==> src/rtl/srdz_pkg.sv <==
// Package for the stick radial dead zone: widths, constants and payload types.
// Used by every module of the block; it depends on nothing else.
`timescale 1ns / 1ps
`default_nettype none

package srdz_pkg;

  localparam int SAMPLE_BITS = 16;
  localparam int SB          = SAMPLE_BITS;
  localparam int DZW         = 16;
  localparam int RADW        = 2 * SB;
  localparam int SQREMW      = SB + 2;
  localparam int NUMW        = SB + DZW;
  localparam int DENW        = SB + DZW;
  localparam int NW          = SB + NUMW;

  localparam logic [SB-1:0]  FULL_SCALE = {1'b1, {(SB-1){1'b0}}};
  localparam logic [SB-1:0]  MAX_POS    = {1'b0, {(SB-1){1'b1}}};
  localparam logic [DZW:0]   DZ_ONE     = {1'b1, {DZW{1'b0}}};

  typedef struct packed {
    logic signed [SB-1:0] stick_x;
    logic signed [SB-1:0] stick_y;
  } sample_t;

  typedef struct packed {
    logic signed [SB-1:0] out_x;
    logic signed [SB-1:0] out_y;
  } result_t;

  // Payload that walks along the square-root cells.
  typedef struct packed {
    logic [RADW-1:0]   rad;
    logic [SQREMW-1:0] rem;
    logic [SB-1:0]     root;
    logic              sign_x;
    logic              sign_y;
    logic [SB-1:0]     mag_x;
    logic [SB-1:0]     mag_y;
  } sq_t;

  // Payload that walks along the divider cells, both axes side by side.
  typedef struct packed {
    logic            in_zone;
    logic            sign_x;
    logic            sign_y;
    logic [DENW-1:0] den;
    logic [SB-1:0]   nlo_x;
    logic [SB-1:0]   nlo_y;
    logic [DENW-1:0] rem_x;
    logic [DENW-1:0] rem_y;
    logic [SB-1:0]   q_x;
    logic [SB-1:0]   q_y;
  } dv_t;

endpackage

`default_nettype wire

==> src/rtl/srdz_sqrt_cell.sv <==
// One cell of the square-root chain: settles one root bit per transfer.
// Depends on srdz_pkg for the payload type and widths.
`timescale 1ns / 1ps
`default_nettype none

module srdz_sqrt_cell
  import srdz_pkg::*;
(
  input  wire logic clk_i,
  input  wire logic rst_ni,
  input  wire logic en_i,
  input  wire logic valid_i,
  input  wire sq_t  data_i,
  output logic      valid_o,
  output sq_t       data_o
);

  logic [SQREMW+1:0] cand;
  logic [SQREMW+1:0] trial;
  sq_t               data_d;
  logic              valid_q;
  sq_t               data_q;

  always_comb begin
    cand   = {data_i.rem, data_i.rad[RADW-1:RADW-2]};
    trial  = {2'b00, data_i.root, 2'b01};
    data_d = data_i;
    data_d.rad = {data_i.rad[RADW-3:0], 2'b00};
    if (cand >= trial) begin
      data_d.rem  = SQREMW'(cand - trial);
      data_d.root = {data_i.root[SB-2:0], 1'b1};
    end else begin
      data_d.rem  = cand[SQREMW-1:0];
      data_d.root = {data_i.root[SB-2:0], 1'b0};
    end
  end

  always_ff @(posedge clk_i or negedge rst_ni) begin
    if (!rst_ni) begin
      valid_q <= 1'b0;
    end else if (en_i) begin
      valid_q <= valid_i;
    end
  end

  always_ff @(posedge clk_i) begin
    if (en_i) begin
      data_q <= data_d;
    end
  end

  assign valid_o = valid_q;
  assign data_o  = data_q;

endmodule

`default_nettype wire

==> config.mk <==
export PLATFORM = sky130hd
export DESIGN_NAME = srdz_sqrt_cell
export DESIGN_NICKNAME = d
export VERILOG_FILES = /design/src/rtl/srdz_pkg.sv /design/src/rtl/srdz_sqrt_cell.sv
export SDC_FILE = /design/constraint.sdc
export NUM_CORES = 1
export LEC_CHECK = 0
export BUFFER_PORTS_ARGS = -buffer_cell sky130_fd_sc_hd__buf_2
export CORE_ASPECT_RATIO = 1.1
export CORE_MARGIN = 1.5
export CORE_UTILIZATION = 50
export DETAILED_ROUTE_END_ITERATION = 10
export HOLD_SLACK_MARGIN = 0.12
export PLACE_DENSITY = 0.87
export SLEW_MARGIN = 5
export SYNTH_ARGS = -nofsm -noshare
export SYNTH_HDL_FRONTEND = slang
export SYNTH_SLANG_ARGS = --single-unit
==> constraint.sdc <==
create_clock -name clk_i -period 2.35 [get_ports clk_i]
set_clock_uncertainty 0.2 [all_clocks]
set_input_delay 0.3525 -clock clk_i [delete_from_list [all_inputs] [get_ports clk_i]]
set_output_delay 0.3525 -clock clk_i [all_outputs]
set_load 0.05 [all_outputs]
==> results.json <==
{
  "fin_ws_ns": 0.07748,
  "yosysSeqAreaShare": 0.7074,
  "synth-async-reset-ratio": 0.01010,
  "crit_family": "compound AO/OA/AOI/OAI gates",
  "path_cells": "buf_2 > inv_1 > ha_4 > nand2_2 > o21ai_2 > a31oi_4 > o211ai_4 > buf_4 > mux2_4",
  "synthesis.area_mm2": 0.004195,
  "cts_tree": "done",
  "cp_max_fo": 6,
  "htree_num_levels": 3,
  "status": "finished, final reports clean",
  "vias_per_cell": 5.446,
  "pre_cts_slack_ns": -0.1877,
  "ys.flop_type": "edfxtp_1",
  "tns_ns": 0,
  "yosys-top-cells-area": "edfxtp_1 70%, ha_1 5.4%, mux2_2 3.8%",
  "ys_types": 44,
  "yosys.area.top_type": "edfxtp_1",
  "worst-endpoint-required_ns": 2.27,
  "grt-ovfl-total": 0,
  "multi_input_area_mm2": 0.001351,
  "place_area_mm2": 0.005988,
  "drcViolationCount": 0,
  "fin_nets": 735,
  "fmaxAchievable_mhz": 440.0,
  "synth_cells": 266,
  "cts_setup_buffers": 0,
  "post-place-cells": 623,
  "worstPathArrival_ns": 2.19,
  "layout-drive-gt1-share": 0.5129,
  "fin_crit_sh": 0.9670,
  "clock_insertion_delay_worst_skew_ns": 0.36,
  "synth_top_area_frac": 0.7015,
  "rsz0062_at_grt": "false",
  "final_cell_count_no_fill": 728,
  "layout.area.seq_mm2": 0.002968,
  "cpPeakStageDelay_ns": 0.32,
  "pin_count": 205,
  "drt-total-wl_mm": 16.26,
  "drv_slew": 0,
  "grt_max_degree": 38,
  "critPathSlowestCell": "mux2_4",
  "cts_num_sinks": 99,
  "port_buffers": 202,
  "floorplan.initialDensity": 0.5218,
  "syn_avg_cell_area_um2": 15.77,
  "maxCapViolCount": 0,
  "power.density_mw_per_mm2": 694.6,
  "grt_pass1_wl_mm": 24.40,
  "peakVddDrop_mv": 0.3441,
  "hp-class": "primary input to flip-flop",
  "crit_type": "primary input to flip-flop",
  "wl_per_cell_um": 22.33,
  "path_buf_inv": 3,
  "hpwl_mm": 8.726,
  "fp.dieArea_mm2": 0.008949,
  "synth_seq_cells": 99,
  "worstSetupStartpointType": "primary input",
  "fp.dieH_um": 99.07,
  "die_w_um": 90.34,
  "cts_buffers": 9,
  "dr.first_iter.drc_count": 399,
  "synth_edf_count": 98,
  "syn2layout_area_growth_pct": 68.03,
  "antenna_found_initial": 1,
  "track_usage": 0.3677,
  "p_leak_nw": 3.102,
  "drt-pass1-iter-count": 7,
  "root_buffer": "clkbuf_8",
  "setup_viol": 0,
  "cp-end-kind": "flip-flop",
  "rows": 34,
  "path_clk_slew_ns": 0.11,
  "core-area_mm2": 0.008040,
  "grt_pass1_vias": 4080,
  "yosys_warnings": 0,
  "hold_violations": 0,
  "clockBufferDepth": 2,
  "yosysMostFrequentCell": "edfxtp_1",
  "period_needed_ns": 2.273,
  "via_count": 3965,
  "gp_congestion": 0.8675,
  "postRouteAntennaNets": 0,
  "synthTopCellsByCount": "98 x edfxtp_1, 20 x inv_1, 18 x ha_1",
  "stdcell_area_mm2": 0.007049,
  "fill_cells": 325
}
report_power, final:
group / internal [mW] / switching, mW
sequential: 2.14 / 0.0603
clock: 0.403 / 0.666
combinational: 0.578 / 1.05
per-layer routing:
metal,share of wire,GRT usage
met4,0.052,0.1746
met3,0.091,0.1088
met2,0.50,0.6410
met5,0,0
met1,0.35,0.4148
registers in the layout (all words and copies together), names as in the netlist:
| signal | flops |
|---|---|
| data_o | 98 |
| valid_o | 1 |
layout by cell type (no fill, tap or decap), drive strengths merged, types with 3 or more instances in the layout:
cell         instances
a211oi               3
a21oi               15
a31oi                3
buf                254
clkbuf               9
dlygate4sd3         87
edfxtp              98
ha                  18
inv                 23
mux2                16
mux2i                3
nand2               12
nand2b               3
nand3                5
nor2                11
nor3                 6
o21a                 6
o21ai                6
xnor2               10
xor2                 4
cell families after synthesis:
group	after synthesis	share of synthesized area
compound gates	43	0.07784
xor+xnor	14	0.02923
fa+ha+maj	18	0.05368
buf+inv	26	0.02744
flops	99	0.7074
mux	19	0.05010
other cells	1	0.0008939
simple gates	46	0.05339
area by class of cell:
type / count / share of cell area
antenna: 2 / 0.0007100
clock buffer: 9 / 0.01757
clock inverter: 7 / 0.008342
inverter: 20 / 0.01171
multi-input combinational: 142 / 0.1917
sequential: 99 / 0.4210
tap: 108 / 0.01917
timing repair buffer: 341 / 0.3298
timing repair:
| item | 4_1_cts | 5_1_grt |
|---|---|---|
| hold buffers | 87 | 0 |
| gates resized for setup | 0 | 1 |
| endpoints found under the hold margin | 86 | 0 |
| setup endpoints to repair | 0 | 2 |
worst paths after layout:
path | from | endpoint | slack, ns | cells after the start
worst min-delay path | data_i[51] | data_o[53]$_DFFE_PP_ | 0.13 | 2
max in group asynchronous | rst_ni | valid_o$_DFFE_PN0P_ | 1.22 | 3
min in group asynchronous | rst_ni | valid_o$_DFFE_PN0P_ | 0.62 | 3
worst max register to register | valid_o$_DFFE_PN0P_ | valid_o$_DFFE_PN0P_ | 1.39 | 1
worst min register to register | valid_o$_DFFE_PN0P_ | valid_o$_DFFE_PN0P_ | 0.34 | 1
worst max-delay path | data_i[43] | data_o[63]$_DFFE_PP_ | 0.08 | 9
per-stage QoR:
stage                     total power, mW  utilization  hold slack, ns
after floorplan                     3.191            -         -0.1431
after global placement              3.615       0.7448        -0.07209
after detailed placement            3.656       0.7448        -0.06915
after CTS                           4.761       0.8758          0.1220
after global routing                5.031       0.8761          0.1228
final                               4.897       0.8768          0.1344
No activity file was read; power rests on OpenSTA's default activity.
