==> src/rtl/srdz_pkg.sv <==
// Package for the stick radial dead zone: widths, constants and payload types.
// Used by every module of the block; it depends on nothing else.
`timescale 1ns / 1ps
`default_nettype none

package srdz_pkg;

  localparam int SAMPLE_BITS = 16;
  localparam int SB          = SAMPLE_BITS;
  localparam int DZW         = 16;
  localparam int RADW        = 2 * SB;
  localparam int SQREMW      = SB + 2;
  localparam int NUMW        = SB + DZW;
  localparam int DENW        = SB + DZW;
  localparam int NW          = SB + NUMW;

  localparam logic [SB-1:0]  FULL_SCALE = {1'b1, {(SB-1){1'b0}}};
  localparam logic [SB-1:0]  MAX_POS    = {1'b0, {(SB-1){1'b1}}};
  localparam logic [DZW:0]   DZ_ONE     = {1'b1, {DZW{1'b0}}};

  typedef struct packed {
    logic signed [SB-1:0] stick_x;
    logic signed [SB-1:0] stick_y;
  } sample_t;

  typedef struct packed {
    logic signed [SB-1:0] out_x;
    logic signed [SB-1:0] out_y;
  } result_t;

  // Payload that walks along the square-root cells.
  typedef struct packed {
    logic [RADW-1:0]   rad;
    logic [SQREMW-1:0] rem;
    logic [SB-1:0]     root;
    logic              sign_x;
    logic              sign_y;
    logic [SB-1:0]     mag_x;
    logic [SB-1:0]     mag_y;
  } sq_t;

  // Payload that walks along the divider cells, both axes side by side.
  typedef struct packed {
    logic            in_zone;
    logic            sign_x;
    logic            sign_y;
    logic [DENW-1:0] den;
    logic [SB-1:0]   nlo_x;
    logic [SB-1:0]   nlo_y;
    logic [DENW-1:0] rem_x;
    logic [DENW-1:0] rem_y;
    logic [SB-1:0]   q_x;
    logic [SB-1:0]   q_y;
  } dv_t;

endpackage

`default_nettype wire

==> src/rtl/srdz_div_cell.sv <==
// One cell of the divider chain: settles one quotient bit for each axis per transfer.
// Depends on srdz_pkg for the payload type and widths.
`timescale 1ns / 1ps
`default_nettype none

module srdz_div_cell
  import srdz_pkg::*;
(
  input  wire logic clk_i,
  input  wire logic rst_ni,
  input  wire logic en_i,
  input  wire logic valid_i,
  input  wire dv_t  data_i,
  output logic      valid_o,
  output dv_t       data_o
);

  logic [DENW:0] cand_x;
  logic [DENW:0] cand_y;
  logic [DENW:0] den_ext;
  dv_t           data_d;
  logic          valid_q;
  dv_t           data_q;

  always_comb begin
    cand_x  = {data_i.rem_x, data_i.nlo_x[SB-1]};
    cand_y  = {data_i.rem_y, data_i.nlo_y[SB-1]};
    den_ext = {1'b0, data_i.den};
    data_d  = data_i;
    data_d.nlo_x = {data_i.nlo_x[SB-2:0], 1'b0};
    data_d.nlo_y = {data_i.nlo_y[SB-2:0], 1'b0};
    if (cand_x >= den_ext) begin
      data_d.rem_x = DENW'(cand_x - den_ext);
      data_d.q_x   = {data_i.q_x[SB-2:0], 1'b1};
    end else begin
      data_d.rem_x = cand_x[DENW-1:0];
      data_d.q_x   = {data_i.q_x[SB-2:0], 1'b0};
    end
    if (cand_y >= den_ext) begin
      data_d.rem_y = DENW'(cand_y - den_ext);
      data_d.q_y   = {data_i.q_y[SB-2:0], 1'b1};
    end else begin
      data_d.rem_y = cand_y[DENW-1:0];
      data_d.q_y   = {data_i.q_y[SB-2:0], 1'b0};
    end
  end

  always_ff @(posedge clk_i or negedge rst_ni) begin
    if (!rst_ni) begin
      valid_q <= 1'b0;
    end else if (en_i) begin
      valid_q <= valid_i;
    end
  end

  always_ff @(posedge clk_i) begin
    if (en_i) begin
      data_q <= data_d;
    end
  end

  assign valid_o = valid_q;
  assign data_o  = data_q;

endmodule

`default_nettype wire

==> config.mk <==
export PLATFORM = sky130hd
export DESIGN_NAME = srdz_div_cell
export DESIGN_NICKNAME = d
export VERILOG_FILES = /design/src/rtl/srdz_pkg.sv /design/src/rtl/srdz_div_cell.sv
export SDC_FILE = /design/constraint.sdc
export NUM_CORES = 1
export LEC_CHECK = 0
export ABC_AREA = 1
export CELL_PAD_IN_SITES_DETAIL_PLACEMENT = 0
export CELL_PAD_IN_SITES_GLOBAL_PLACEMENT = 1
export CORE_MARGIN = 5
export CORE_UTILIZATION = 50
export CTS_CLUSTER_SIZE = 28
export DETAILED_ROUTE_END_ITERATION = 8
export DONT_BUFFER_PORTS = 1
export PLACE_DENSITY_LB_ADDON = 0.1
export SETUP_SLACK_MARGIN = 0.5
export SYNTH_ARGS = -nofsm -noshare
export SYNTH_HDL_FRONTEND = slang
export SYNTH_SLANG_ARGS = --single-unit
==> constraint.sdc <==
create_clock -name clk_i -period 2.7 [get_ports clk_i]
set_clock_uncertainty 0.15 [all_clocks]
set_input_delay 0.27 -clock clk_i [delete_from_list [all_inputs] [get_ports clk_i]]
set_output_delay 0.27 -clock clk_i [all_outputs]
set_load 0.02 [all_outputs]
==> impl_metrics.tcl <==
set metrics [dict create \
    timing.final.crit_share 0.770 \
    clkTransAtPathRegs_ps 80 \
    io_pins 331 \
    final_nets 1872 \
    yosysTopAreaCellShare 0.438 \
    post_dp_cell_area_um2 11400 \
    cts.sinks 162 \
    min_to "data_o[39]" \
    synth-seq-cells 162 \
    grt_pass1_wl_um 53100 \
    grt_max_degree 163 \
    slew_violations 0 \
    critPathKind "in2reg" \
    max_clock_freq_mhz 481 \
    reg2reg_from "valid_o" \
    routed_wl_um 36300 \
    synth_cell_type_count 35 \
    num_antenna_cells 0 \
    violations "hold timing" \
    via_count 9919 \
    reg2regPathDepth 2 \
    synthTopCellsByArea "edfxtp_1 (44%), nand2_1 (20%), inv_1 (9.2%), ha_1 (7.2%), nand3_1 (5.3%)" \
    synthesis.area_um2 11000 \
    slowest_delay_ps 380 \
    p_per_area_nw_per_um2 574 \
    crit_path_start_kind "input port" \
    whs_ps -191 \
    synth_top_cell_by_area "edfxtp_1" \
    syn_inst 1460 \
    track_usage 0.280 \
    htree_levels 4 \
    place_congestion 0.887 \
    core_area_um2 21800 \
    crit_chain "inv_1 > ha_1 > nand2_1 > nor2_1 > nand2_1 > inv_1 > nand2_1 > nor2_1 > nor2_2 > buf_4 > nand3_1 > nand2_1" \
    grt_pass1_vias 9731 \
    finalPower_w 0.00784 \
    min_path_cells 0 \
    dp_cells 1737 \
    rsz0062_at_grt "false" \
    area_growth_pct 23.6 \
    grt_remaining_overflow 0 \
    total_leakage_power_nw 6.93 \
    viasPerCell 5.13 \
    worstHoldStart "en_i" \
    hpwl_um 26500 \
    drtIter0Drc 852 \
    cts_tree "yes" \
    cts_inserted_buffers 17 \
    crit_fanout 30 \
    wl_per_cell_um 18.8 \
    final_cells 1932 \
    final_layout_size_suffix_gt1_frac 0.0569 \
    cts_hold_buf 163 \
    worst_ir_drop_vdd_v 0.000348 \
    rows 54 \
    endpoint_kind "flop" \
    hold_class "in2reg" \
    slowest_stage "ha_1" \
    r2r-end "valid_o" \
    max_cap_viol_count 0 \
    clk_latency_ps 430 \
    fp.dieW_um 159 \
    fp.dieArea_um2 25200 \
    drt_pre_antenna_iters 5 \
    finalInstanceArea_um2 13700 \
    cp.arrival_ps 2120 \
    postSynthAreaPerCell_um2 7.57 \
    rrSetupSlack_ps 1120 \
    seq_area_frac_synth 0.440 \
    io_buffer_count 0 \
    antenna_found_initial 0 \
    required_ps 2740 \
    post-route-min-period_ps 2080 \
    route.detailed.drc 0 \
    cp_common_cell "nand2_1" \
    clockBufferDepth 2 \
    yosysWarnings 0 \
    status "complete, but fails checks" \
    die_h_um 159 \
    final-setup-viol-count 0 \
    tns_ps 0 \
    clockRootBuffer "clkbuf_16" \
    initial_core_util 0.506 \
    postRouteAntennaNets 0 \
    hold_viol_final 137 \
    post_cts.repair.setup_buffers 0 \
]
## layer usage
metal | GRT usage | wire length (um) | up-vias
li1 | - | - | 4926
met1 | 0.338 | 14200 | 4517
met2 | 0.496 | 18100 | 411
met3 | 0.0541 | 2750 | 65
met4 | 0.100 | 1120 | 0
met5 | 0 | 0 | -
## where the power goes
part	total (W)	leakage [nW]	switching [W]	internal (W)
Sequential	0.00360	1.59	0.000472	0.00313
Combinational	0.00164	5.05	0.000997	0.000647
Clock	0.00260	0.299	0.00119	0.00141
Total	0.00784	6.93	0.00266	0.00518
## logic make-up (layout without fill, tap and decap cells)
group           after synthesis  count (layout)  synth area share
compound gates               44              44            0.0208
xor+xnor                     28              28            0.0222
fa+ha+maj                    66              66            0.0761
buf+inv                     303             494             0.110
flops                       162             162             0.440
mux                           1               1           0.00102
other cells                   1               2          0.000339
simple gates                855             855             0.330
## final cells by class
cell class / instances / area (um2)
clock buffers: 17 / 425
flip-flops and latches: 162 / 4860
repair buffers: 180 / 1800
inverters: 282 / 1060
fillers: 1950 / 8170
multi-input cells: 996 / 4980
clock inverters: 15 / 184
well taps: 280 / 350
## critical path, delay by kind of cell
kind                     cells  cell delay [ps]
adder cells (fa/ha/maj)      1              380
AND/OR/NAND/NOR              8             1020
buffers and inverters        3              400
## cells in the final DEF (no fill, tap or decap), types with 3 or more instances in the layout
cell           instances
nand2_1              583
inv_1                271
dlygate4sd3_1        163
edfxtp_1             161
nand3_1              117
nor2_1                82
ha_1                  64
a21oi_1               37
xor2_1                26
clkbuf_16             17
nor3_1                14
buf_4                 14
nand3_2               12
nand3b_1              12
inv_2                 11
and2_1                 9
nand2_2                7
inv_6                  7
nor2_2                 5
nand4_1                4
nand2_4                3
o21bai_1               3
o21ai_0                3
inv_8                  3
buf_12                 3
## cell usage after synthesis
cell type and number:
o21bai_1 3, a21o_1 1, a21oi_1 37, inv_1 271, xnor2_1 2, buf_4 2, nor3_2 1, fa_1 2
nand3_2 12, nand2_1 583, edfxtp_1 161, and2_1 9, xor2_1 26, buf_6 3, dfrtp_1 1, buf_8 3
nand3b_1 12, nand2_2 7, buf_2 13, inv_2 11, ha_1 64, nor2_4 1, nand4_1 4, nor3_1 15
nand3b_4 1, nor2_1 82, nor2_2 5, nand2_8 1, nand3_1 117, o21ai_0 3, conb_1 1, mux2_2 1
nand2_4 3, nor3_4 1, and3_1 1
## flip-flops by register name, indices dropped and copies added, names as in the netlist
signal   count
data_o     161
valid_o      1
## through the flow
stage	hold slack, ps	worst slack (ps)	utilization
CTS	-216	654	0.626
global placement	-176	197	0.523
global route	-214	524	0.626
finish	-191	621	0.626
detailed placement	-176	197	0.523
floorplan	-176	669	-
## what timing repair did
| item | CTS | global route |
|---|---|---|
| setup endpoints to repair | 0 | 17 |
| gates resized for setup | 0 | 1 |
| endpoints found under the hold margin | 322 | 161 |
## how the worst max path moves through the flow
stage	endpoint	slack [ps]	startpoint	cells past startpoint
2_1_floorplan	data_o[54]	670	data_i[130]	16
3_3_place_gp	data_o[59]	200	data_i[149]	12
3_5_place_dp	data_o[35]	200	data_i[149]	12
4_1_cts	data_o[35]	650	data_i[149]	12
5_1_grt	data_o[92]	520	data_i[136]	12
6_report	data_o[91]	620	data_i[136]	12
No activity file was read; power rests on OpenSTA's default activity.
